$ cat config.mk
export PLATFORM = sky130hd
export DESIGN_NAME = mtsp_ctrl
export DESIGN_NICKNAME = d
export VERILOG_FILES = /design/src/hw/rtl/mtsp_pkg.sv /design/src/hw/rtl/mtsp_ctrl.sv
export SDC_FILE = /design/constraint.sdc
export NUM_CORES = 1
export LEC_CHECK = 0
export ABC_AREA = 1
export BUFFER_PORTS_ARGS = -buffer_cell sky130_fd_sc_hd__buf_2
export CAP_MARGIN = 30
export CORE_AREA = 10 10 61 68
export CTS_BUF_LIST = sky130_fd_sc_hd__clkbuf_8 sky130_fd_sc_hd__clkbuf_16
export DETAILED_ROUTE_END_ITERATION = 16
export DIE_AREA = 0 0 71 78
export PLACE_DENSITY_LB_ADDON = 0.08
export SKIP_CTS_REPAIR_TIMING = 1
export SYNTH_ARGS = -nofsm -noshare
export SYNTH_HDL_FRONTEND = slang
export SYNTH_SLANG_ARGS = --single-unit
export TNS_END_PERCENT = 100
$ cat constraint.sdc
create_clock -name clk -period 1.5 [get_ports clk]
set_clock_uncertainty 0.15 [all_clocks]
set_input_delay 0.3 -clock clk [delete_from_list [all_inputs] [get_ports clk]]
set_output_delay 0.3 -clock clk [all_outputs]
set_load 0.005 [all_outputs]
$ cat src/hw/rtl/mtsp_pkg.sv
// Shared constants, codes and controller/datapath types for the speed profile block
package mtsp_pkg;

  localparam int FRAC_BITS = 16;
  localparam int SNAP_T = ((2 << FRAC_BITS) + 500) / 1000;
  localparam logic [63:0] SNAP_SQ = 64'(SNAP_T * SNAP_T);
  localparam logic [30:0] MAX_SPEED_RST = 31'd65536;

  localparam int SQRT_STEPS = 32;
  localparam int DIV_STEPS = 64;
  localparam int CNT_W = $clog2(DIV_STEPS);

  localparam logic [2:0] CFG_MAX_SPEED = 3'd0;
  localparam logic [2:0] CFG_ACCEL = 3'd1;
  localparam logic [2:0] CFG_DECEL = 3'd2;
  localparam logic [2:0] CFG_TARGET_X = 3'd3;
  localparam logic [2:0] CFG_TARGET_Y = 3'd4;
  localparam logic [2:0] CFG_TARGET_Z = 3'd5;

  localparam logic [1:0] FUNC_TICK = 2'd0;
  localparam logic [1:0] FUNC_START = 2'd1;
  localparam logic [1:0] FUNC_STOP = 2'd2;
  localparam logic [1:0] FUNC_RSVD = 2'd3;

  typedef enum logic [3:0] {
    MUL_DX, MUL_DY, MUL_DZ, MUL_MSMS, MUL_MSL, MUL_DTACC, MUL_SPDT,
    MUL_RX, MUL_RY, MUL_RZ
  } mul_sel_t;

  typedef enum logic [1:0] {DIV_DD, DIV_ALW, DIV_R} div_sel_t;

  typedef enum logic [4:0] {
    ST_IDLE, ST_DECODE, ST_SQ_X, ST_SQ_Y, ST_SQ_Z, ST_SQ_ACC, ST_SNAP, ST_SQRT,
    ST_SPEED, ST_DD_INIT, ST_DD_DIV, ST_DD_LD, ST_ALW_CHK, ST_ALW_INIT, ST_ALW_DIV,
    ST_ALW_LD, ST_WANT_MUL, ST_WANT, ST_TRAV_MUL, ST_TRAV, ST_R_INIT, ST_R_DIV,
    ST_R_LD, ST_MOV_X, ST_MOV_Y, ST_MOV_Z, ST_MOV_END, ST_DONE
  } state_t;

  typedef struct packed {
    logic     load_in;
    logic     set_run;
    logic     clr_run;
    mul_sel_t mul_sel;
    logic     acc_clr;
    logic     acc_add;
    logic     snap_out;
    logic     sqrt_init;
    logic     sqrt_step;
    logic     div_init;
    div_sel_t div_sel;
    logic     div_step;
    logic     ld_dd;
    logic     set_alw_max;
    logic     ld_alw;
    logic     ld_speed;
    logic     ld_travel;
    logic     ld_r;
    logic     ld_nx;
    logic     ld_ny;
    logic     ld_nz;
    logic     out_load;
  } cmd_t;

  typedef struct packed {
    logic [1:0] func;
    logic       run;
    logic       snap;
    logic       dec_zero;
    logic       dd_ok;
    logic       out_free;
  } sts_t;

  // Move one axis toward the target by |d| * r / 2^32, split as high and low parts
  function automatic logic [31:0] step_axis(input logic [31:0] p, input logic d_neg,
                                            input logic [32:0] m, input logic [63:0] plo,
                                            input logic [32:0] r);
    logic [33:0] s;
    logic [33:0] pe;
    s = (m[32] ? {1'b0, r} : 34'd0) + {2'b00, plo[63:32]};
    pe = {{2{p[31]}}, p};
    step_axis = d_neg ? 32'(pe - s) : 32'(pe + s);
  endfunction

endpackage

$ cat src/hw/rtl/mtsp_ctrl.sv
// Sequencer state machine for the speed profile block
module mtsp_ctrl (
  input  logic          clk,
  input  logic          rst,
  input  logic          s_axis_tvalid,
  output logic          s_axis_tready,
  input  mtsp_pkg::sts_t sts,
  output mtsp_pkg::cmd_t cmd
);

  mtsp_pkg::state_t state, state_next;
  logic [mtsp_pkg::CNT_W-1:0] cnt, cnt_next;

  always_ff @(posedge clk) begin
    if (rst) begin
      state <= mtsp_pkg::ST_IDLE;
      cnt <= '0;
    end else begin
      state <= state_next;
      cnt <= cnt_next;
    end
  end

  always_comb begin
    state_next = state;
    cnt_next = cnt;
    cmd = '0;
    cmd.mul_sel = mtsp_pkg::MUL_DX;
    cmd.div_sel = mtsp_pkg::DIV_DD;
    s_axis_tready = 1'b0;
    case (state)
      mtsp_pkg::ST_IDLE: begin
        s_axis_tready = 1'b1;
        if (s_axis_tvalid) begin
          cmd.load_in = 1'b1;
          state_next = mtsp_pkg::ST_DECODE;
        end
      end
      mtsp_pkg::ST_DECODE: begin
        state_next = mtsp_pkg::ST_DONE;
        if (sts.func == mtsp_pkg::FUNC_START) cmd.set_run = 1'b1;
        else if (sts.func == mtsp_pkg::FUNC_STOP) cmd.clr_run = 1'b1;
        else if (sts.func == mtsp_pkg::FUNC_TICK && sts.run) state_next = mtsp_pkg::ST_SQ_X;
      end
      mtsp_pkg::ST_SQ_X: begin
        cmd.mul_sel = mtsp_pkg::MUL_DX;
        cmd.acc_clr = 1'b1;
        state_next = mtsp_pkg::ST_SQ_Y;
      end
      mtsp_pkg::ST_SQ_Y: begin
        cmd.mul_sel = mtsp_pkg::MUL_DY;
        cmd.acc_add = 1'b1;
        state_next = mtsp_pkg::ST_SQ_Z;
      end
      mtsp_pkg::ST_SQ_Z: begin
        cmd.mul_sel = mtsp_pkg::MUL_DZ;
        cmd.acc_add = 1'b1;
        state_next = mtsp_pkg::ST_SQ_ACC;
      end
      mtsp_pkg::ST_SQ_ACC: begin
        cmd.acc_add = 1'b1;
        state_next = mtsp_pkg::ST_SNAP;
      end
      mtsp_pkg::ST_SNAP: begin
        if (sts.snap) begin
          cmd.snap_out = 1'b1;
          state_next = mtsp_pkg::ST_DONE;
        end else begin
          cmd.sqrt_init = 1'b1;
          cnt_next = '0;
          state_next = mtsp_pkg::ST_SQRT;
        end
      end
      mtsp_pkg::ST_SQRT: begin
        cmd.sqrt_step = 1'b1;
        cnt_next = cnt + 1'b1;
        if (cnt == mtsp_pkg::CNT_W'(mtsp_pkg::SQRT_STEPS - 1)) state_next = mtsp_pkg::ST_SPEED;
      end
      mtsp_pkg::ST_SPEED: begin
        cmd.set_alw_max = 1'b1;
        cmd.mul_sel = mtsp_pkg::MUL_MSMS;
        state_next = sts.dec_zero ? mtsp_pkg::ST_WANT_MUL : mtsp_pkg::ST_DD_INIT;
      end
      mtsp_pkg::ST_DD_INIT: begin
        cmd.div_init = 1'b1;
        cmd.div_sel = mtsp_pkg::DIV_DD;
        cnt_next = '0;
        state_next = mtsp_pkg::ST_DD_DIV;
      end
      mtsp_pkg::ST_DD_DIV: begin
        cmd.div_step = 1'b1;
        cnt_next = cnt + 1'b1;
        if (cnt == mtsp_pkg::CNT_W'(mtsp_pkg::DIV_STEPS - 1)) state_next = mtsp_pkg::ST_DD_LD;
      end
      mtsp_pkg::ST_DD_LD: begin
        cmd.ld_dd = 1'b1;
        state_next = mtsp_pkg::ST_ALW_CHK;
      end
      mtsp_pkg::ST_ALW_CHK: begin
        cmd.mul_sel = mtsp_pkg::MUL_MSL;
        state_next = sts.dd_ok ? mtsp_pkg::ST_ALW_INIT : mtsp_pkg::ST_WANT_MUL;
      end
      mtsp_pkg::ST_ALW_INIT: begin
        cmd.div_init = 1'b1;
        cmd.div_sel = mtsp_pkg::DIV_ALW;
        cnt_next = '0;
        state_next = mtsp_pkg::ST_ALW_DIV;
      end
      mtsp_pkg::ST_ALW_DIV: begin
        cmd.div_step = 1'b1;
        cnt_next = cnt + 1'b1;
        if (cnt == mtsp_pkg::CNT_W'(mtsp_pkg::DIV_STEPS - 1)) state_next = mtsp_pkg::ST_ALW_LD;
      end
      mtsp_pkg::ST_ALW_LD: begin
        cmd.ld_alw = 1'b1;
        state_next = mtsp_pkg::ST_WANT_MUL;
      end
      mtsp_pkg::ST_WANT_MUL: begin
        cmd.mul_sel = mtsp_pkg::MUL_DTACC;
        state_next = mtsp_pkg::ST_WANT;
      end
      mtsp_pkg::ST_WANT: begin
        cmd.ld_speed = 1'b1;
        state_next = mtsp_pkg::ST_TRAV_MUL;
      end
      mtsp_pkg::ST_TRAV_MUL: begin
        cmd.mul_sel = mtsp_pkg::MUL_SPDT;
        state_next = mtsp_pkg::ST_TRAV;
      end
      mtsp_pkg::ST_TRAV: begin
        cmd.ld_travel = 1'b1;
        state_next = mtsp_pkg::ST_R_INIT;
      end
      mtsp_pkg::ST_R_INIT: begin
        cmd.div_init = 1'b1;
        cmd.div_sel = mtsp_pkg::DIV_R;
        cnt_next = '0;
        state_next = mtsp_pkg::ST_R_DIV;
      end
      mtsp_pkg::ST_R_DIV: begin
        cmd.div_step = 1'b1;
        cnt_next = cnt + 1'b1;
        if (cnt == mtsp_pkg::CNT_W'(mtsp_pkg::DIV_STEPS - 1)) state_next = mtsp_pkg::ST_R_LD;
      end
      mtsp_pkg::ST_R_LD: begin
        cmd.ld_r = 1'b1;
        state_next = mtsp_pkg::ST_MOV_X;
      end
      mtsp_pkg::ST_MOV_X: begin
        cmd.mul_sel = mtsp_pkg::MUL_RX;
        state_next = mtsp_pkg::ST_MOV_Y;
      end
      mtsp_pkg::ST_MOV_Y: begin
        cmd.mul_sel = mtsp_pkg::MUL_RY;
        cmd.ld_nx = 1'b1;
        state_next = mtsp_pkg::ST_MOV_Z;
      end
      mtsp_pkg::ST_MOV_Z: begin
        cmd.mul_sel = mtsp_pkg::MUL_RZ;
        cmd.ld_ny = 1'b1;
        state_next = mtsp_pkg::ST_MOV_END;
      end
      mtsp_pkg::ST_MOV_END: begin
        cmd.ld_nz = 1'b1;
        state_next = mtsp_pkg::ST_DONE;
      end
      mtsp_pkg::ST_DONE: begin
        // hold until the output register is free
        if (sts.out_free) begin
          cmd.out_load = 1'b1;
          state_next = mtsp_pkg::ST_IDLE;
        end
      end
      default: state_next = mtsp_pkg::ST_IDLE;
    endcase
  end

endmodule

==> reports/metrics.yaml, run 1 <==
crit_path_end_kind: "output port"
setup_viol: 38
power_mw: 3.10
start_util_pct: 43.0
diodes: 0
cp.required_ns: 1.05
max_cap_violations: 0
seq_area_sq_um: 241
p_per_area_mw_per_mm2: 1420
timing.hold.ws_ns: 0.265
ctsRootBufferMaster: "clkbuf_8"
clockBufferDepth: 2
dpl.hpwl_um: 3260
yosysUniqueCellTypes: 32
timing.fmax_mhz: 545
finalHoldViolCount: 0
synthFlopType: "dfxtp_1"
min_path_cells: 2
hp-class: "primary input to flip-flop"
met3_length_um: 230
reg2regPathDepth: 11
p_leak_nw: 1.11
io_pins: 37
grt_pass1_vias: 1491
dr.pass1.iters: 4
rsz0062_at_grt: "true"
slew_headroom_pct: 79.2
post-route-period-util_pct: 122
port_buffers: 36
avgSynthCellArea_sq_um: 6.12
die_x_um: 71
syn-num-nets: 214
antenna_left: 0
antenna_found_initial: 0
syn2layout_area_growth_pct: 75.3
outcome: "finished with violations"
finalMaxSlewViolations: 0
routedWlPerCell_um: 13.6
critPathKind: "flip-flop to output port"
initialDrtViolationCount: 82
gr-usage-all-layers_pct: 13.2
core_area_sq_mm: 0.00289
cts_inserted_buffers: 3
synthArstFlopShare_pct: 0
path_max_fanout: 4
viasPerCell: 5.02
layout_common_cells: "44 x nand2_1, 34 x buf_4, 29 x buf_2"
place_ws_ns: -0.295
ys_ff_latch: 11
ir_drop_mv: 1.33
netlist_area_sq_mm: 0.00124
insertion_delay_ns: 0.24
top_layer: "met4"
gr-total-overflow: 0
synth_cells: 203
yosys_warnings: 0
seq_area_frac_synth_pct: 17.7
grt_max_degree: 12
fin_ws_ns: -0.336
gp_congestion: 0.852
dieArea_sq_mm: 0.00554
grt_first_pass_wirelength_um: 6330
drt-met1-wl_um: 1680
final_nets: 297
cts.reportedPaths.clkPinSlew_ns: 0.05
post_route_cells_drive_above_1_share_pct: 61.4
worst_pin_slew_ns: 0.310
final_common_cell: "nand2_1"
multi_input_area_sq_mm: 0.00108
row_count: 21
final.min_clock_period_ns: 1.84
num-fill-cells: 235
violations: "negative setup slack"
cp.arrival_ns: 1.39
cts.sinks: 11
cts_tree: "yes"
wl_um: 4350
start_kind: "flip-flop"
drc: 0
met2_length_um: 2360
synth_edf_count: 0
htree_levels: 1
vias: 1600
die_y_um: 78
[per-stage QoR]
| stage | util (%) | area (sq um) | instances | setup TNS (ns) |
|---|---|---|---|---|
| 2_1_floorplan | - | 1290 | 203 | -0.0275 |
| 3_3_place_gp | 60.3 | 1740 | 302 | -5.27 |
| 3_5_place_dp | 60.3 | 1740 | 302 | -5.42 |
| 4_1_cts | 61.8 | 1790 | 306 | -12.56 |
| 5_1_grt | 75.4 | 2180 | 319 | -10.53 |
| 6_report | 75.4 | 2180 | 319 | -7.86 |
[final cells by class]
class / count / area share [%]
inverter: 33 / 6.03
multi-input combinational: 154 / 49.7
clock inverter: 1 / 0.172
clock buffer: 3 / 1.90
tap: 34 / 1.95
sequential: 11 / 11.1
timing repair buffer: 83 / 29.1
[registers in the layout (all words and copies together) (netlist names)]
name / cells
state: 5
cnt: 6
[path summary, 6_finish.rpt]
check | end | from | slack (ns)
max | cmd[0] | state[2] | -0.34
min | state[1] | rst | 0.26
max reg2reg | state[0] | state[2] | -0.22
min reg2reg | cnt[5] | cnt[5] | 0.33
[per-layer routing]
metal | track usage (%) | vias to the layer above
met5 | 0 | -
li1 | - | 813
met2 | 25.5 | 48
met3 | 3.18 | 10
met1 | 13.8 | 729
met4 | 2.71 | 0
[synth_stat cells, types with 4 or more instances]
master	n	area [sq um]
a21oi_1	9	45.0
dfxtp_1	11	220
inv_1	28	105
inv_2	5	18.8
nand2_1	51	191
nand2_2	5	31.3
nand3_1	21	105
nand4_1	6	37.5
nor2_1	24	90.1
nor2_2	4	25.0
nor2_4	6	67.6
nor3_1	5	25.0
[critical path: stages (launching register included)]
cell	delay (ns)
dfxtp_4	0.37
inv_4	0.09
buf_6	0.12
nand2_8	0.06
nor2_4	0.19
nand2_2	0.10
nor2_2	0.10
buf_2	0.12
[logic make-up (layout without fill, tap and decap cells)]
| logic type | Yosys count | count (layout) | synth area share [%] |
|---|---|---|---|
| AO/OA/AOI/OAI | 16 | 16 | 8.46 |
| adder cells (fa/ha/maj) | 1 | 1 | 1.01 |
| XOR/XNOR | 2 | 2 | 1.41 |
| AND/OR/NAND/NOR | 135 | 135 | 58.6 |
| flip-flops | 11 | 11 | 17.7 |
| buffers and inverters | 38 | 120 | 12.8 |
[power by group]
group          switching (mW)  leakage, nW  internal [mW]  total, mW
Combinational            1.24        0.984           1.07       2.31
Sequential              0.126       0.0938          0.376      0.502
Clock                   0.111       0.0269          0.180      0.291
Total                    1.48         1.11           1.62       3.10
(Power assumes the default switching activity.)
==> run 2: changes to the inputs <==
--- a/config.mk
+++ b/config.mk
@@ -8,10 +8,10 @@
 export ABC_AREA = 1
 export BUFFER_PORTS_ARGS = -buffer_cell sky130_fd_sc_hd__buf_2
 export CAP_MARGIN = 30
-export CORE_AREA = 10 10 61 68
+export CORE_AREA = 10 10 59 65
 export CTS_BUF_LIST = sky130_fd_sc_hd__clkbuf_8 sky130_fd_sc_hd__clkbuf_16
 export DETAILED_ROUTE_END_ITERATION = 16
-export DIE_AREA = 0 0 71 78
+export DIE_AREA = 0 0 69 75
 export PLACE_DENSITY_LB_ADDON = 0.08
 export SKIP_CTS_REPAIR_TIMING = 1
 export SYNTH_ARGS = -nofsm -noshare
==> constraint.sdc (replaced) <==
create_clock -name clk -period 1.9 [get_ports clk]
set_clock_uncertainty 0.15 [all_clocks]
set_input_delay 0.38 -clock clk [delete_from_list [all_inputs] [get_ports clk]]
set_output_delay 0.38 -clock clk [all_outputs]
set_load 0.005 [all_outputs]
==> run 2 against run 1 <==
Compared with the run above: the flow still finishes with violations (negative setup slack); cell area down 24%; critical path depth is 1 lower; worst hold slack improved by 0.027 ns; critical endpoint is now cmd[24]; sequential share of layout area grew 3.1 points.
==> reports/metrics.yaml, run 2 (synthesis results as in run 1) <==
outcome: "finished with violations"
violations: "negative setup slack"
grt_busiest_layer: "met2"
setup_tns_ns: -0.00335  # +7.86 ns
grt_pass1_vias: 1321  # -11%
largest_reg_flops: 6  # unchanged
cts_inserted_buffers: 3  # unchanged
cts_tree: "yes"
gr-usage-all-layers_pct: 13.3  # +0.075 points
final_cell_count_no_fill: 279  # -13%
die_x_um: 69  # -2.8%
critPathKind: "flip-flop to output port"
final.min_clock_period_ns: 1.90
r2r-start: "cnt[0]"
crit_path_end_kind: "output port"
grt_max_degree: 15  # +3
drc: 0  # unchanged
finalHoldViolCount: 0  # unchanged
rsz0062_at_grt: "true"
port_buffers: 36  # unchanged
timing.fmax_mhz: 525
ir_drop_mv: 0.925  # -31%
gp_congestion: 0.899  # +5.6%
r2r-end: "state[3]"
fin_ws_ns: -0.00335  # +0.332 ns
place_area_sq_mm: 0.00149  # -14%
dp.cells: 272  # -9.9%
setup_viol: 1  # -97%
slew_headroom_pct: 82.9  # +3.7 points
stdcell_area_sq_mm: 0.00166  # -24%
num-fill-cells: 244  # +3.8%
path_max_fanout: 7  # +3
seq_area_sq_um: 236  # -2.1%
final_core_util_pct: 65.9  # -9.4 points
ctsRootBufferMaster: "clkbuf_8"
p_per_area_mw_per_mm2: 1150  # -19%
gr-usage-met2_pct: 26.7  # +1.2 points
slowest_stage: "dfxtp_4"
clockBufferDepth: 2  # unchanged
post-route-period-util_pct: 100
finalMaxSlewViolations: 0  # unchanged
diodes: 0  # unchanged
place_ws_ns: 0.0642  # +0.360 ns
dpl.hpwl_um: 3010  # -7.8%
multi_input_area_sq_um: 941  # -13%
cp.arrival_ns: 1.37  # -0.02 ns
dieArea_sq_mm: 0.00518  # -6.6%
initialDrtViolationCount: 115  # +40%
dr.pass1.iters: 4  # unchanged
final_common_cell: "nand2_1"
min_from: "rst"
max_cap_violations: 0  # unchanged
row_count: 19  # -9.5%
routedWlPerCell_um: 13.5  # -1.1%
cp.required_ns: 1.37  # +0.32 ns
vias: 1454  # -9.1%
min_path_cells: 2  # unchanged
start_kind: "flip-flop"
die_y_um: 75  # -3.8%
max_stage_delay_ns: 0.37  # about the same
io_pins: 37  # unchanged
crit_path_cell_trace: "buf_6, nor2_4, buf_12, nand3_1, nor3_1, buf_2"
hp-class: "primary input to flip-flop"
antenna_found_initial: 0  # unchanged
final_nets: 260  # -12%
antenna_left: 0  # unchanged
wl_um: 3760  # -14%
timing.hold.ws_ns: 0.292  # +0.0272 ns
insertion_delay_ns: 0.23  # about the same
gr-total-overflow: 0  # unchanged
met3_usage_pct: 2.89  # -0.29 points
htree_levels: 1  # unchanged
cts.reportedPaths.clkPinSlew_ns: 0.05  # about the same
power_mw: 1.92  # -38%
layout_common_cells: "49 x nand2_1, 36 x buf_2, 27 x inv_1"
top_register: "cnt"
post_route_cells_drive_above_1_share_pct: 41.1  # -20 points
grt.met1_usage_pct: 13.4  # -0.42 points
p_leak_nw: 0.907  # -18%
reg2regPathDepth: 9  # -2
core_area_sq_mm: 0.00252  # -13%
worst_pin_slew_ns: 0.254  # -0.0561 ns
syn2layout_area_growth_pct: 33.7
start_util_pct: 49.3  # +6.3 points
rrSetupSlack_ns: 0.16  # +0.38 ns
viasPerCell: 5.21  # +3.9%
top_regs: "cnt (6), state (5)"
grt_first_pass_wirelength_um: 5820  # -8.2%
hold_path_end: "state[4]"
cts.sinks: 11  # unchanged
## run 2: how the worst max path moves through the flow
stage	start	end	cells past startpoint	slack [ns]
2_1_floorplan	state[1]	cmd[19]	7	0.29
3_3_place_gp	state[3]	cmd[19]	5	0.12
3_5_place_dp	state[3]	cmd[19]	5	0.06
4_1_cts	state[3]	cmd[19]	5	-0.19
5_1_grt	state[1]	cmd[24]	6	-0.04
6_report	state[1]	cmd[24]	6	-0.003
## run 2: final cells by class
type / instances / share of cell area [%]
Sequential cell: 11 / 14.2
Tap cell: 31 / 2.33
Timing Repair Buffer: 46 / 16.3
Clock buffer: 3 / 2.48
Inverter: 33 / 7.76
Clock inverter: 1 / 0.226
Multi-Input combinational cell: 154 / 56.6
## run 2: critical path, delay by kind of cell (launching register included)
family        cells  cell delay [ns]
buf+inv           3             0.40
simple gates      3             0.37
flops             1             0.37
## run 2: per-layer routing
metal  vias up  routed length, um  share of wire (%)
met5         -                  0                  0
met1       656               1330                 35
met3         6                287                7.6
li1        743                  -                  -
met2        49               2110                 56
met4         0                 41                1.1
## run 2: power by group
| group | switching [mW] | internal (mW) |
|---|---|---|
| Combinational | 0.792 | 0.497 |
| Clock | 0.0838 | 0.141 |
| Sequential | 0.106 | 0.296 |
